===== src/rtl/nrusac_ram.sv =====
// Generic single-port-write, single-port-read RAM with registered read data.
module nrusac_ram #(
  parameter int unsigned WIDTH = 8,
  parameter int unsigned DEPTH = 16
) (
  input  logic                                  clk_i,
  input  logic                                  we_i,
  input  logic [((DEPTH > 1) ? $clog2(DEPTH) : 1)-1:0] waddr_i,
  input  logic [WIDTH-1:0]                      wdata_i,
  input  logic                                  re_i,
  input  logic [((DEPTH > 1) ? $clog2(DEPTH) : 1)-1:0] raddr_i,
  output logic [WIDTH-1:0]                      rdata_o
);

  logic [WIDTH-1:0] mem_q [DEPTH];
  logic [WIDTH-1:0] rdata_q;

  always_ff @(posedge clk_i) begin
    if (we_i) begin
      mem_q[waddr_i] <= wdata_i;
    end
    if (re_i) begin
      rdata_q <= mem_q[raddr_i];
    end
  end

  assign rdata_o = rdata_q;

endmodule

===== config.mk =====
export PLATFORM = sky130hd
export DESIGN_NAME = nrusac_ram
export DESIGN_NICKNAME = d
export VERILOG_FILES = /design/src/rtl/nrusac_ram.sv
export SDC_FILE = /design/constraint.sdc
export NUM_CORES = 1
export LEC_CHECK = 0
export ABC_AREA = 1
export BUFFER_PORTS_ARGS = -buffer_cell sky130_fd_sc_hd__buf_4
export CAP_MARGIN = 20
export CORE_MARGIN = 2
export CORE_UTILIZATION = 34
export CTS_CLUSTER_SIZE = 40
export DETAILED_ROUTE_END_ITERATION = 6
export PLACE_DENSITY_LB_ADDON = 0.2
export SYNTH_ARGS = -nofsm -noshare
export SYNTH_HDL_FRONTEND = slang
export SYNTH_SLANG_ARGS = --single-unit

===== constraint.sdc =====
create_clock -name clk_i -period 2.26 [get_ports clk_i]
set_input_delay 0 -clock clk_i [delete_from_list [all_inputs] [get_ports clk_i]]
set_output_delay 0 -clock clk_i [all_outputs]
set_load 0.05 [all_outputs]

==> metrics.txt <==
Internal=roughly 4.3 mW; global-route wire length before repair=20320 um; Max Cap Viol=0; GRT Overall Usage=between 10% and 20%; critical path's slowest cell=edfxtp_1; Post-DRT Antenna Nets=0; number of synthesized register bits=around 140; CP max FO=1; critical path arrival=roughly 1.4 ns; FMAX=between 800 and 900 MHz; Worst Hold Depth=4; Post-Synthesis Cells=around 550; clock share of power=41.1%; Skew-Pair Late Insertion Delay=0.41 ns; Netlist cell types=11; Iter 0 DRT Violations=376; Stages on worst setup path=6; count of final setup violators=0; synth top area cells=edfxtp_1 70%, nand2_1 11%, nand3_1 8.3%; post-synth net total=570; Finished Cell Area=0.006800 mm2; Final period util=a little over half; setup bufs post-CTS=0; Fill cells=1643; io pins=27; Post-Route WL=13210 um; Comb power frac=between 7 and 8%; final hold slack=0.1222 ns; CTS tree=done; Least-Margin Pin Slew=around 0.93 ns; leading area contributor after synthesis=edfxtp_1; switching power=1.222 mW; row count=47; post-route insts no fill=820; die span in x=~140 um; post-synthesis sequential area ratio=69.85%; Crit path max-delay family=simple AND/OR/NAND/NOR gates; Synth Cell Area=about 0.006 mm2; layout cells sized above 1=9.333%; n_diodes=0; routed wire length per instance=16.10 um; Setup crit start kind=flip-flop; root buffer cell=clkbuf_16; critical path endpoint category=flip-flop; CP Class=flip-flop to flip-flop; mean post-synth cell area=10.61 um2; Worst EP required=around 2.4 ns; GPL Wtd Cong=0.8123; area share of the largest cell type after synthesis=69.85%; Placed Instance Area=0.006223 mm2; max_slew headroom=37.63%; worst reg-to-reg path cell count=6; CP cell instances=inv_1, nand2_1, nand3_1, nand3_1, nand3_1, nand2_1; TritonRoute pass-1 iters=5; Vias=3758; worst-case clock buffer depth=2; fin crit period=1.223 ns; Yosys warnings=0; Core Footprint=0.01670 mm2; placed cell count=between 700 and 800; area grow syn2layout=16.31%; IO buf count=26; status=completed; CTS buffer count=17; hpwl dp=8237 um; power per cell area=between 800 and 900 mW/mm2; CP Buf/Inv Count=1; most used cell, CP=nand3_1; Worst-path clk slew=0.05 ns; vias in the first global route=3591; CTS sink cnt=136; Setup TNS=0 ns; switching share of power=roughly 22%; # H-tree levels=4; Pins Over Slew Limit=0; Overflow after GRT=0; Crit path largest cell delay=approximately 0.37 ns; post-route DRC violation count=0; Via-to-Cell Ratio=4.583; Seq pwr share=51.6%; layout net count=between 600 and 700; largest net degree at the start of global routing=65; Worst Skew=0.005549 ns; full die area=roughly 0.018 mm2; Die Y=135.1 um; worst min path class=primary input to flip-flop; Hold Fails Final Rpt=0; Worst VDD drop=0.4907 mV; Leak Pwr=2.869 nW; RSZ-0062 raised after global routing=no; Initial Utilization=35.01%; antenna violations before repair=0
==> logic make-up after synthesis <==
logic type,synth area share [%]
buf+inv,9.394
simple gates,20.76
flops,69.85
==> worst min-delay path: cells and delay by family <==
family | cells | cell delay, ns
buffers and inverters | 1 | 0.19
AND/OR/NAND/NOR | 3 | 0.24
==> power by group through the flow <==
stage                     registers [mW]  clock network, mW  logic (mW)
final                               2.86               2.28       0.406
after global routing                2.86               2.40       0.450
after CTS                           2.86               2.32       0.411
after detailed placement            2.91                  0       0.395
after global placement              2.91                  0       0.394
after floorplan                     2.95                  0       0.199
==> routing by layer <==
layer,GRT usage (%),share of wire [%]
met2,23.52,46
met1,21.41,48
met5,0,0
met3,3.591,3.7
met4,6.019,2.1
==> final timing paths <==
kind | start | end | slack [ns]
worst max-delay path | mem_q[4][0] | rdata_o[0] | 1.04
worst min-delay path | raddr_i[2] | rdata_o[7] | 0.12
worst max register to register | mem_q[4][0] | rdata_o[0] | 1.04
worst min register to register | mem_q[11][4] | rdata_o[4] | 0.77
==> synth_stat cells <==
cell type / count
buf_1: 1
buf_2: 13
buf_4: 4
buf_6: 6
edfxtp_1: 136
inv_1: 100
inv_2: 2
nand2_1: 173
nand3_1: 97
nand3b_1: 2
nor2_1: 17
==> final cells by class <==
class	instances	area, um2	share of cell area, %
Timing Repair Buffer	44	367.9	5.409
Multi-Input combinational cell	289	1214	17.85
Tap cell	220	275.3	4.048
Clock buffer	22	444.2	6.532
Clock inverter	7	32.53	0.4784
Inverter	102	382.9	5.630
Sequential cell	136	4084	60.06
==> state kept, by name, indices dropped and copies added, names as in the netlist <==
| signal | count |
|---|---|
| mem_q | 128 |
| rdata_o | 8 |
==> stage by stage <==
step	total power, mW	utilization, %	setup slack, ns
after floorplan	3.149	-	1.309
after global placement	3.303	37.26	0.6941
after detailed placement	3.305	37.26	0.6877
after CTS	5.588	40.72	1.027
after global routing	5.719	40.72	0.9209
final	5.543	40.72	1.037
==> placed cells by master (no fill, tap or decap) <==
cell type and instances:
inv_1 100, clkbuf_16 17, clkbuf_1 5, nand3b_1 2
buf_4 33, dlygate4sd3_1 10, buf_12 1, clkinv_2 2
inv_2 2, clkinvlp_4 1, nand3_1 97, nand2_1 173
clkinv_1 4, edfxtp_1 136, nor2_1 17
==> what timing repair did <==
action | in CTS | in global routing
hold buffers | 10 | 0
endpoints found under the hold margin | 141 | 0
gates resized for setup | 0 | 0
Note: power is estimated with default switching activity, not from simulation.
